`src/rtl/video_graphics_sequencer_macros.svh`:
```
// Assertion macros shared by the graphics sequencer RTL.
`ifndef VIDEO_GRAPHICS_SEQUENCER_MACROS_SVH
`define VIDEO_GRAPHICS_SEQUENCER_MACROS_SVH
`ifndef ASSERT_OFF
// same-cycle implication, sampled on clk, off during reset
`define VGS_ASSERT_IMP(lbl, ante, cons) \
	lbl: assert property (@(posedge clk) disable iff (!arst_n) (ante) |-> (cons)) \
		else $error("vgs assertion failed");
// next-cycle implication, sampled on clk, off during reset
`define VGS_ASSERT_NEXT(lbl, ante, cons) \
	lbl: assert property (@(posedge clk) disable iff (!arst_n) (ante) |=> (cons)) \
		else $error("vgs assertion failed");
`else
`define VGS_ASSERT_IMP(lbl, ante, cons)
`define VGS_ASSERT_NEXT(lbl, ante, cons)
`endif
`endif

```
`src/rtl/vgs_pkg.sv`:
```
// Types and constants of the video graphics sequencer.
package vgs_pkg;

	// display mode codes {ECM, BMM, MCM}
	localparam logic [2:0] MODE_STD_TEXT = 3'b000;
	localparam logic [2:0] MODE_MC_TEXT  = 3'b001;
	localparam logic [2:0] MODE_STD_BMP  = 3'b010;
	localparam logic [2:0] MODE_MC_BMP   = 3'b011;
	localparam logic [2:0] MODE_ECM_TEXT = 3'b100;

	// multicolor pixel pair codes
	localparam logic [1:0] CB_BG0 = 2'b00;
	localparam logic [1:0] CB_C1  = 2'b01;
	localparam logic [1:0] CB_C2  = 2'b10;
	localparam logic [1:0] CB_C3  = 2'b11;

	localparam int unsigned NUM_BG   = 4;
	localparam int unsigned BG_IDX_W = 2;
	localparam int unsigned ADDR_W   = 4;

	typedef logic [3:0] color_t;
	typedef color_t bg_array_t [NUM_BG];

	// pixel attributes handed to the color select
	typedef struct packed {
		logic [2:0] mode;
		logic [1:0] cbits;
		logic [7:0] lchar;
		color_t     lcolor;
		logic       mcd;
	} vgs_sel_t;

endpackage

```
`src/rtl/vgs_color_sel.sv`:
```
// Color and foreground selection for one pixel from mode and color bits.
module vgs_color_sel
	import vgs_pkg::*;
(
	input  vgs_sel_t  sel,
	input  bg_array_t bg,
	output color_t    color,
	output logic      fg
);

	logic b0;
	assign b0 = sel.cbits[0];

	// mode decode
	always_comb begin
		color = '0;
		unique case (sel.mode)
			MODE_STD_TEXT: begin
				color = b0 ? sel.lcolor : bg[0];
			end
			MODE_MC_TEXT: begin
				if (!sel.lcolor[3]) begin
					color = b0 ? sel.lcolor : bg[0];
				end else begin
					case (sel.cbits)
						CB_BG0:  color = bg[0];
						CB_C1:   color = bg[1];
						CB_C2:   color = bg[2];
						default: color = {1'b0, sel.lcolor[2:0]};
					endcase
				end
			end
			MODE_STD_BMP: begin
				color = b0 ? sel.lchar[7:4] : sel.lchar[3:0];
			end
			MODE_MC_BMP: begin
				case (sel.cbits)
					CB_BG0:  color = bg[0];
					CB_C1:   color = sel.lchar[7:4];
					CB_C2:   color = sel.lchar[3:0];
					default: color = sel.lcolor;
				endcase
			end
			MODE_ECM_TEXT: begin
				color = b0 ? sel.lcolor : bg[sel.lchar[7:6]];
			end
			// ECM combined with BMM or MCM shows black
			default: color = '0;
		endcase
	end

	// foreground: upper bit in multicolor, any set bit otherwise
	assign fg = sel.mcd ? sel.cbits[1] : (sel.cbits != CB_BG0);

endmodule

```
`src/rtl/video_graphics_sequencer.sv`:
```
// Top level of the video graphics sequencer: pixel stream in, colored pixel out.
// Output: the result of an accepted pixel word is held in the output register.
// Throughput: one pixel per cycle unless the output is full and m_tready is low;
//   the shift, toggle and color logic all settle within the cycle before the result register.
// Reset (arst_n low): shift register, latched bytes, toggle, color bits and
//   background colors clear to zero; the output register empties.
`include "video_graphics_sequencer_macros.svh"
module video_graphics_sequencer
	import vgs_pkg::*;
(
	input  logic              clk,
	input  logic              arst_n,
	// pixel input
	input  logic              s_tvalid,
	output logic              s_tready,
	input  logic [31:0]       s_tdata,  // graphics_byte[7:0], screen_code[15:8],
	                                    // color_nibble[19:16], display_mode[22:20],
	                                    // shift_multicolor[23], clear_mc_toggle[24]
	input  logic              s_tuser,  // load_graphics[0]
	// pixel output
	output logic              m_tvalid,
	input  logic              m_tready,
	output logic [7:0]        m_tdata,  // pixel_color[3:0], is_foreground[4]
	// configuration
	input  logic              psel,
	input  logic              penable,
	input  logic              pwrite,
	input  logic [ADDR_W-1:0] paddr,
	input  logic [31:0]       pwdata,
	output logic [31:0]       prdata,
	output logic              pready
);

	// input field unpacking
	logic [7:0] graphics_byte;
	logic [7:0] screen_code;
	color_t     color_nibble;
	logic [2:0] display_mode;
	logic       shift_multicolor;
	logic       clear_mc_toggle;
	logic       load_graphics;

	assign graphics_byte    = s_tdata[7:0];
	assign screen_code      = s_tdata[15:8];
	assign color_nibble     = s_tdata[19:16];
	assign display_mode     = s_tdata[22:20];
	assign shift_multicolor = s_tdata[23];
	assign clear_mc_toggle  = s_tdata[24];
	assign load_graphics    = s_tuser;

	// sequencer state
	logic [7:0] shift_q;
	logic [7:0] char_q;
	color_t     lcolor_q;
	logic       toggle_q;
	logic [1:0] cbits_q;
	bg_array_t  bg_q;

	// output register
	logic       out_valid_q;
	color_t     out_color_q;
	logic       out_fg_q;

	logic in_acc;
	assign s_tready = !out_valid_q || m_tready;
	assign in_acc   = s_tvalid && s_tready;

	// configuration port
	logic cfg_wr;
	logic addr_ok;
	assign pready  = 1'b1;
	assign addr_ok = (paddr[1:0] == 2'b00);
	assign cfg_wr  = psel && penable && pwrite && pready && addr_ok;
	assign prdata  = addr_ok ? {28'd0, bg_q[paddr[BG_IDX_W+1:2]]} : 32'd0;

	always_ff @(posedge clk or negedge arst_n) begin
		if (!arst_n) begin
			for (int i = 0; i < NUM_BG; i++) begin
				bg_q[i] <= '0;
			end
		end else if (cfg_wr) begin
			bg_q[paddr[BG_IDX_W+1:2]] <= pwdata[3:0];
		end
	end

	// load and clear ahead of the pixel
	logic [7:0] sh_cur;
	logic [7:0] char_cur;
	color_t     lcolor_cur;
	logic       tog_cur;
	logic       mcd;
	logic       gen;
	logic [1:0] cbits_n;

	assign sh_cur     = load_graphics ? graphics_byte : shift_q;
	assign char_cur   = load_graphics ? screen_code : char_q;
	assign lcolor_cur = load_graphics ? color_nibble : lcolor_q;
	assign tog_cur    = load_graphics ? 1'b1 : (clear_mc_toggle ? 1'b0 : toggle_q);

	assign mcd = display_mode[0] && (display_mode[1] || lcolor_cur[3]);
	assign gen = shift_multicolor && (display_mode[1] || lcolor_cur[3]);

	// color bits: in multicolor shifting, taken (as pairs when mcd) only on toggle
	always_comb begin
		if (gen) begin
			if (tog_cur) begin
				cbits_n = mcd ? sh_cur[7:6] : {1'b0, sh_cur[7]};
			end else begin
				cbits_n = cbits_q;
			end
		end else begin
			cbits_n = mcd ? {sh_cur[7], 1'b0} : {1'b0, sh_cur[7]};
		end
	end

	vgs_sel_t sel;
	color_t   pix_color;
	logic     pix_fg;

	assign sel.mode   = display_mode;
	assign sel.cbits  = cbits_n;
	assign sel.lchar  = char_cur;
	assign sel.lcolor = lcolor_cur;
	assign sel.mcd    = mcd;

	vgs_color_sel u_color_sel (
		.sel   (sel),
		.bg    (bg_q),
		.color (pix_color),
		.fg    (pix_fg)
	);

	// state update per accepted pixel
	always_ff @(posedge clk or negedge arst_n) begin
		if (!arst_n) begin
			shift_q  <= '0;
			char_q   <= '0;
			lcolor_q <= '0;
			toggle_q <= 1'b0;
			cbits_q  <= '0;
		end else if (in_acc) begin
			shift_q  <= {sh_cur[6:0], 1'b0};
			char_q   <= char_cur;
			lcolor_q <= lcolor_cur;
			toggle_q <= !tog_cur;
			cbits_q  <= cbits_n;
		end
	end

	// result valid
	always_ff @(posedge clk or negedge arst_n) begin
		if (!arst_n) begin
			out_valid_q <= 1'b0;
		end else if (s_tready) begin
			out_valid_q <= s_tvalid;
		end
	end

	// result payload
	always_ff @(posedge clk) begin
		if (in_acc) begin
			out_color_q <= pix_color;
			out_fg_q    <= pix_fg;
		end
	end

	assign m_tvalid = out_valid_q;
	assign m_tdata  = {3'd0, out_fg_q, out_color_q};

	// checks
	`VGS_ASSERT_IMP(a_stall_only_when_full, !s_tready, out_valid_q)
	`VGS_ASSERT_NEXT(a_load_toggle, in_acc && load_graphics, !toggle_q)
	`VGS_ASSERT_NEXT(a_toggle_flips, in_acc && !load_graphics && !clear_mc_toggle, toggle_q != $past(toggle_q))
	`VGS_ASSERT_NEXT(a_shift_advance, in_acc && !load_graphics, shift_q == {$past(shift_q[6:0]), 1'b0})
	`VGS_ASSERT_NEXT(a_bad_mode_black, in_acc && display_mode[2] && (display_mode[1] || display_mode[0]), out_color_q == '0)

endmodule

```
`config.mk`:
```
export PLATFORM = sky130hd
export DESIGN_NAME = video_graphics_sequencer
export DESIGN_NICKNAME = d
export VERILOG_FILES = /design/src/rtl/vgs_pkg.sv /design/src/rtl/vgs_color_sel.sv /design/src/rtl/video_graphics_sequencer.sv
export VERILOG_INCLUDE_DIRS = /design/src /design/src/rtl
export SDC_FILE = /design/constraint.sdc
export NUM_CORES = 1
export LEC_CHECK = 0
export BUFFER_PORTS_ARGS = -buffer_cell sky130_fd_sc_hd__buf_2
export CAP_MARGIN = 15
export CORE_AREA = 2 2 104 106
export CTS_BUF_LIST = sky130_fd_sc_hd__clkbuf_2 sky130_fd_sc_hd__clkbuf_4 sky130_fd_sc_hd__clkbuf_8
export CTS_CLUSTER_DIAMETER = 40
export DETAILED_ROUTE_END_ITERATION = 16
export DIE_AREA = 0 0 106 108
export PLACE_DENSITY = 0.62
export SETUP_SLACK_MARGIN = 0.4
export SYNTH_ARGS = -nofsm -noshare
export SYNTH_HDL_FRONTEND = slang
export SYNTH_SLANG_ARGS = --single-unit
export TNS_END_PERCENT = 30
```
`constraint.sdc`:
```
create_clock -name clk -period 4.3 [get_ports clk]
set_input_delay 0.215 -clock clk [delete_from_list [all_inputs] [get_ports clk]]
set_output_delay 0.215 -clock clk [all_outputs]
set_load 0.01 [all_outputs]
```
Word-level counts from Yosys, hierarchy flattened

Index checks and enable logic that the tools add are counted.

Register bits: 44
Input port bits: 76
Output and inout bits: 43
Word-level logic and storage cells: 66

$lt $le $gt $ge: 3
Equal/unequal tests: 6
Muxes and demuxes: 28
Bitwise logic cells: 2
Reductions and logical operators: 15

Operators by type and width:

| kind               | count |
|---|---|
| $mux 4             | 12 |
| $pmux 4 s3         | 2 |
| $pmux 4 s5         | 1 |
| $bmux 4 s2         | 2 |
| $bwmux 16          | 1 |
| $mux 8             | 2 |
| $demux 4 s2        | 1 |
| $mux 2             | 4 |
| $logic_and 1x1->1  | 7 |
| $eq 3x2->1 const B | 2 |
| $ge 3x3->1 const B | 2 |
| $not 2->3          | 2 |
| $logic_not 2->1    | 2 |
| $eq 3x1->1 const B | 1 |
| $eq 3x3->1 const B | 1 |
| $logic_not 3->1    | 1 |
| $lt 3x1->1 const B | 1 |
| $mux 1             | 3 |
| $eq 2x1->1 const B | 1 |
| $eq 2x2->1 const B | 1 |
| $logic_not 1->1    | 2 |
| $logic_or 1x1->1   | 2 |
| $reduce_bool 2->1  | 1 |

Depth between registers and ports, before layout

Gate-level depths: netlist of the first run.

Depth after elaboration: 10
Gate-level depth with buffers: 8
Depth with buffers taken out: 6

Cells and area by module

Synthesis of the first run repeated with hierarchy kept, for this count alone.

Cells, all modules: 283
Area total of the unflattened synthesis: 3091.7 um2

By module, submodules not included:

| module                   | instances | cells each | area each (um2) |
|---|---|---|---|
| video_graphics_sequencer | 1         | 194        | 2377.3 |
| vgs_color_sel            | 1         | 89         | 714.4 |

Worst setup path after synthesis of the first run

No wires, ideal clock.

Path type: input to register
From: in s_tuser
To: reg out_color_q[1] (data pin)
Library setup time: 261 ps
Arrival time: 1751 ps
Data required time: 4039 ps
Path slack: 2288 ps
Cell stages on the path: 7
Buffers on the path: 2
Path through: buf_6 -> buf_4 -> mux2i_2 -> mux4_2 -> a222oi_1 -> nor2_1 -> a221o_1

Longest elaborated chain between the ends: 10
Elaborated cells between the ends (all ways): 26
Classes of those cells: eq/ne (2); mux (19); bitwise (1); reduce/logical (4)

RTL lines:

| item                                     | RTL line                                                         | RTL |
|---|---|---|
| start, declared                          | video_graphics_sequencer.sv:19                                   | `input logic s_tuser,` |
| $mux 4                                   | video_graphics_sequencer.sv:97                                   | `assign lcolor_cur = load_graphics ? color_nibble : lcolor_q;` |
| $logic_or 1x1->1                         | video_graphics_sequencer.sv:100, video_graphics_sequencer.sv:101 |  |
| $logic_and 1x1->1                        | video_graphics_sequencer.sv:100                                  | `assign mcd = display_mode[0] && (display_mode[1] \|\| lcolor_cur[3]);` |
| $mux 2                                   | video_graphics_sequencer.sv:107                                  | `cbits_n = mcd ? sh_cur[7:6] : {1'b0, sh_cur[7]};` |
| $mux 2                                   | video_graphics_sequencer.sv:106                                  | `if (tog_cur) begin` |
| $mux 2                                   | video_graphics_sequencer.sv:105                                  | `if (gen) begin` |
| $eq 2x2->1, or another cell as far along | vgs_color_sel.sv:25, vgs_color_sel.sv:37                         |  |
| $pmux 4 s3                               | vgs_color_sel.sv:25                                              | `case (sel.cbits)` |
| $mux 4                                   | vgs_color_sel.sv:22                                              | `if (!sel.lcolor[3]) begin` |
| $pmux 4 s5 *                             | vgs_color_sel.sv:17                                              | `unique case (sel.mode)` |
| end signal, assigned                     | video_graphics_sequencer.sv:162                                  | `out_color_q <= pix_color;` |
| end, declared                            | video_graphics_sequencer.sv:61                                   | `color_t out_color_q;` |

Mark *: on every way between the ends. The rest lies on a longest branch, timed or not. The select of a mux whose other input is x is not followed.
A chain may end at the register's enable or synchronous reset.

Worst setup path after layout of the first run

From: in s_tuser
To: reg out_color_q[2] (data pin)

The elaborated chain is that of the path after synthesis.

==> results.py, run 1 <==
metrics = {
    "setup_path": {
        "endpoint_kind": "register",
        "r2r_start": "m_tvalid",
        "cp.required_ps": 4340,
        "startpoint": "s_tuser",
        "critPathMaxFanout": 26,
        "start_kind": "input port",
        "crit_type": "input port to register",
        "cp.arrival_ps": 2540,
    },
    "power_and_ir_drop": {
        "p_total_w": 0.00110,
        "p_per_area_nw_per_um2": 331,
        "ir_drop_mv": 0.113,
        "leakagePower_nw": 1.50,
    },
    "floorplan": {
        "row_count": 37,
        "die_width_um": 106,
        "die_h_um": 108,
        "io_pins": 119,
        "dieArea_um2": 11400,
        "initial_core_util_pct": 29.5,
        "coreArea_um2": 10200,
    },
    "layout": {
        "areaGrowthSynthToFinish_pct": 9.99,
        "drive_gt1_share_pct": 32.8,
        "insertedDiodeCount": 0,
        "final_core_util_pct": 32.4,
        "layout_commonest_cell": "buf_2",
        "postLayoutCellArea_um2": 3320,
        "final_cell_mix": "51 x buf_2, 39 x dfrtp_1, 32 x conb_1, 29 x nand2_1, 29 x mux2_2",
        "nets": 408,
    },
    "routing": {
        "detailedRoute.firstPassIterationCount": 4,
        "drt-total-wl_um": 6980,
        "dr.first_iter.drc_count": 225,
        "via_per_inst": 4.95,
        "ant_nets": 0,
        "drc_errors": 0,
        "wire_per_inst_um": 14.9,
        "num_vias": 2316,
    },
    "synthesis": {
        "ys.flop_type": "dfrtp_1",
        "synth-seq-cells": 44,
        "synth-async-reset-ratio_pct": 88.6,
        "syn-cell-area_um2": 3020,
        "ys_types": 60,
        "yosysSeqAreaShare_pct": 37.3,
        "synth.avg_cell_area_um2": 10.4,
        "synth_edf_count": 5,
        "syn_inst": 289,
        "yosysWarnings": 0,
    },
    "status": {
        "status": "finished, final reports clean",
    },
    "sta": {
        "max_freq_mhz": 401,
        "fin_tns_setup_ps": 0,
        "fin_crit_sh_pct": 58.0,
        "slew_viol_final": 0,
        "worst_pin_slew_ps": 895,
        "slew_headroom_pct": 40.3,
        "setup_viol": 0,
        "grt_setup_unrepaired": "false",
        "period_needed_ps": 2490,
        "fin_skew_ps": 11.6,
        "worst_slack_ps": 1810,
        "hold_violations": 0,
    },
    "cts": {
        "clk_latency_ps": 300,
        "ctsLongestPathBuffers": 2,
        "root_buffer": "clkbuf_8",
        "cts_resized": 0,
        "cts_tree": "done",
        "cts-htree-levels": 2,
        "cts.sink_count": 44,
        "post_cts_buffers": 0,
        "cts-buffers-inserted": 5,
        "clk_pin_slew_ps": 90,
        "hold_buffers": 0,
    },
    "grt": {
        "overflow": 0,
        "grt_pass1_wl_um": 11200,
        "track_usage_pct": 12.4,
        "antenna_found_initial": 0,
        "grt_max_degree": 40,
        "grt_pass1_vias": 2180,
    },
    "placement": {
        "place_area_um2": 3240,
        "hpwlAfterDp_um": 5270,
        "portBuffers": 51,
        "place_congestion": 0.883,
        "place_ws_ps": 1540,
    },
    "flow_run": {
        "maxCapViolations": 0,
    },
    "min_path": {
        "hold_path.class": "input port to async pin",
    },
}
state kept, by name, indices dropped and copies added, names as in the netlist:
register and flops:
bg_q 16, cbits_q 2, char_q 8, lcolor_q 4, m_tvalid 1, out_color_q 4
out_fg_q 1, shift_q 7, toggle_q 1
critical path: stages:
cell and delay [ps]:
buf_2 530, mux2_4 340, o32ai_4 110, or2_1 400, nor4b_1 440, o32ai_1 140, a221o_1 330
layer usage:
| layer | global-route usage, % | routed length (um) | vias up |
|---|---|---|---|
| met1 | 16.2 | 3230 | 1133 |
| met3 | 2.35 | 295 | 10 |
| met2 | 20.5 | 3320 | 83 |
| met4 | 4.70 | 138 | 0 |
| li1 | - | - | 1090 |
| met5 | 0 | 0 | - |
through the flow:
stage	hold slack, ps	std cells
2_1_floorplan	-80.6	319
3_3_place_gp	382	461
3_5_place_dp	392	461
4_1_cts	60.8	468
5_1_grt	103	468
6_report	34.8	468
logic make-up after synthesis:
logic type      synth area share [%]
flops                           37.3
mux                             22.2
buf+inv                         11.1
simple gates                    14.2
other cells                    0.249
compound gates                  14.9
Yosys cell counts, drive strengths merged, types with 3 or more instances:
master	count	area share, %
buf	40	9.9
dfrtp	39	32
mux2	31	12
nand2	30	3.8
o21ai	19	3.4
mux2i	14	5.2
nor2	14	1.8
mux4	7	5.2
a21oi	6	1.0
a31oi	6	1.2
and2	6	1.2
nand2b	6	1.5
nand3	6	1.0
clkbuf	5	0.66
edfxtp	5	5.0
a211oi	4	1.0
a222oi	3	1.0
inv	3	0.37
nor3	3	0.50
o31ai	3	0.91
power by group:
group,internal [W],switching [W]
clock network,0.000125,0.000139
registers,0.000484,0.0000434
logic,0.000141,0.000166
total,0.000750,0.000348
final cells by class:
type,instances,area (um2)
fill,1052,6910
multi-input combinational,226,1670
sequential,44,1130
timing repair buffer,51,255
tap,136,170
clock buffer,7,83.8
inverter,4,15.0
path summary, 6_finish.rpt:
kind / to / slack (ps) / cells after the start
max: out_color_q[2] / 1810 / 7
min: shift_q[4] / 30 / 1
max reg2reg: char_q[5] / 1900 / 5
min reg2reg: shift_q[1] / 480 / 2
max in group asynchronous: bg_q[3] / 3700 / 1
min in group clk: m_tvalid / 110 / 2
(Power assumes the default switching activity.)
==> inputs of run 2 (changes only) <==
==> constraint.sdc (replaced) <==
create_clock -name clk -period 2.5 [get_ports clk]
set_input_delay 0.125 -clock clk [delete_from_list [all_inputs] [get_ports clk]]
set_output_delay 0.125 -clock clk [all_outputs]
set_load 0.01 [all_outputs]
==> results.py, run 2 (synthesis gave the netlist of run 1 again) <==
metrics = {
    "power_and_ir_drop": {
        "p_sw_share_pct": 31.5,
        "leakagePower_nw": 1.55,
        "seq_power_share_pct": 47.3,
        "power_frac_comb_pct": 29.4,
        "ir_drop_mv": 0.207,
        "p_total_w": 0.00192,
        "power_frac_clock_pct": 23.3,
        "internal_power_w": 0.00132,
        "p_per_area_nw_per_um2": 561,
        "p_sw_w": 0.000607,
    },
    "sta": {
        "setup_viol": 0,
        "max_freq_mhz": 476,
        "slew_viol_final": 0,
        "fin_tns_setup_ps": 0,
        "worst_pin_slew_ps": 896,
        "fin_skew_ps": 5.54,
        "period_needed_ps": 2100,
        "grt_setup_unrepaired": "true",
        "slew_headroom_pct": 40.3,
        "hold_violations": 0,
        "fin_crit_sh_pct": 84.1,
    },
    "setup_path": {
        "crit_family": "compound AO/OA/AOI/OAI gates",
        "critPathMaxFanout": 7,
        "timing.reg2reg.setup_slack_ps": 400,
        "endpoint_kind": "register",
        "startpoint": "toggle_q",
        "cp.required_ps": 2540,
        "cp.arrival_ps": 2140,
        "r2r_start": "toggle_q",
        "start_kind": "register",
        "crit_type": "register to register",
        "crit_slowest_cell": "dfrtp_1",
        "max_stage_delay_ps": 410,
        "cp_cell_sequence": "and2b_2 -> o32ai_4 -> nor2_1 -> a211oi_1 -> o32ai_1 -> a221o_1",
        "cp_num_buf_inv": 0,
    },
    "grt": {
        "grt_pass1_vias": 2243,
        "grt_pass1_wl_um": 11400,
        "grt_max_degree": 40,
        "overflow": 0,
        "antenna_found_initial": 0,
        "track_usage_pct": 12.7,
    },
    "cts": {
        "ctsLongestPathBuffers": 2,
        "cts-htree-levels": 2,
        "cts-buffers-inserted": 5,
        "cts_tree": "done",
        "root_buffer": "clkbuf_8",
        "cts.sink_count": 44,
        "clk_pin_slew_ps": 80,
        "clk_latency_ps": 290,
    },
    "floorplan": {
        "dieArea_um2": 11400,
        "coreArea_um2": 10200,
        "die_h_um": 108,
        "io_pins": 119,
        "die_width_um": 106,
        "initial_core_util_pct": 29.5,
        "row_count": 37,
    },
    "routing": {
        "ant_nets": 0,
        "num_vias": 2362,
        "detailedRoute.firstPassIterationCount": 4,
        "wire_per_inst_um": 14.8,
        "dr.first_iter.drc_count": 184,
        "drt-total-wl_um": 7070,
        "drc_errors": 0,
        "via_per_inst": 4.94,
    },
    "min_path": {
        "min_from": "s_tvalid",
        "hold_path.class": "input port to register",
    },
    "layout": {
        "top_regs": "bg_q: 16 flops, char_q: 8 flops, shift_q: 7 flops",
        "areaGrowthSynthToFinish_pct": 13.6,
        "largest_register_ffs": 16,
        "insertedDiodeCount": 0,
        "layout_commonest_cell": "buf_2",
        "drive_gt1_share_pct": 35.4,
        "largest-register": "bg_q",
        "nets": 417,
        "final_cell_mix": "51 x buf_2, 39 x dfrtp_1, 32 x conb_1, 29 x nand2_1, 29 x mux2_2",
    },
    "placement": {
        "portBuffers": 51,
        "hpwlAfterDp_um": 5340,
        "place_congestion": 0.900,
    },
    "status": {
        "status": "finished, final reports clean",
    },
    "flow_run": {
        "maxCapViolations": 0,
    },
}
==> run 2: worst register-to-register path, delay by kind of cell, from the launching register on <==
family	cells	cell delay, ps
and+or+nand+nor	2	440
AOI/OAI and AO/OA	4	1000
DFF	1	410
==> run 2: layout make-up <==
cell class | instances | area (um2)
Timing Repair Buffer | 60 | 325
Sequential cell | 44 | 1130
Multi-Input combinational cell | 226 | 1700
Tap cell | 136 | 170
Fill cell | 1059 | 6800
Clock buffer | 7 | 83.8
Inverter | 4 | 15.0
Clock inverter | 1 | 5.00
==> run 2: final timing paths <==
check,to,cells past startpoint
worst max-delay path,out_color_q[2],6
worst min-delay path,m_tvalid,2
worst max register to register,out_color_q[2],6
worst min register to register,shift_q[3],2
max in group asynchronous,bg_q[14],2
min in group asynchronous,shift_q[2],2
==> run 2: power groups by stage <==
| stage | combinational, W | clock (W) | sequential (W) |
|---|---|---|---|
| global placement | 0.000527 | 0 | 0.000919 |
| detailed placement | 0.000536 | 0 | 0.000924 |
| finish | 0.000567 | 0.000448 | 0.000910 |
| floorplan | 0.000433 | 0 | 0.000903 |
| global route | 0.000619 | 0.000491 | 0.000925 |
| CTS | 0.000553 | 0.000470 | 0.000909 |
==> run 2: metal layers <==
layer | up-vias | part of all wire, % | track usage (%) | wire (um)
met5 | - | 0 | 0 | 0
met4 | 0 | 2.4 | 4.79 | 172
met3 | 13 | 4.9 | 2.41 | 346
met2 | 88 | 48 | 21.6 | 3420
met1 | 1150 | 44 | 16.2 | 3140
li1 | 1111 | - | - | -
==> run 2: through the flow <==
stage | hold WS (ps) | setup WS (ps) | utilization, % | instance area [um2] | instances
2_1_floorplan | -171 | 528 | - | 3130 | 319
3_3_place_gp | 291 | 272 | 32.0 | 3270 | 466
3_5_place_dp | 301 | 197 | 32.0 | 3270 | 466
4_1_cts | 38.7 | 363 | 33.3 | 3400 | 477
5_1_grt | 53.6 | 274 | 33.5 | 3430 | 478
6_report | 43.8 | 398 | 33.5 | 3430 | 478
==> run 2: repair_timing <==
item,in CTS,in global routing
hold buffers,1,0
endpoints found under the setup margin,4,4
gates resized for setup,3,3
cloned,0,0
buffers inserted,2,1
pin swaps,0,1
hold endpoints to repair,39,0
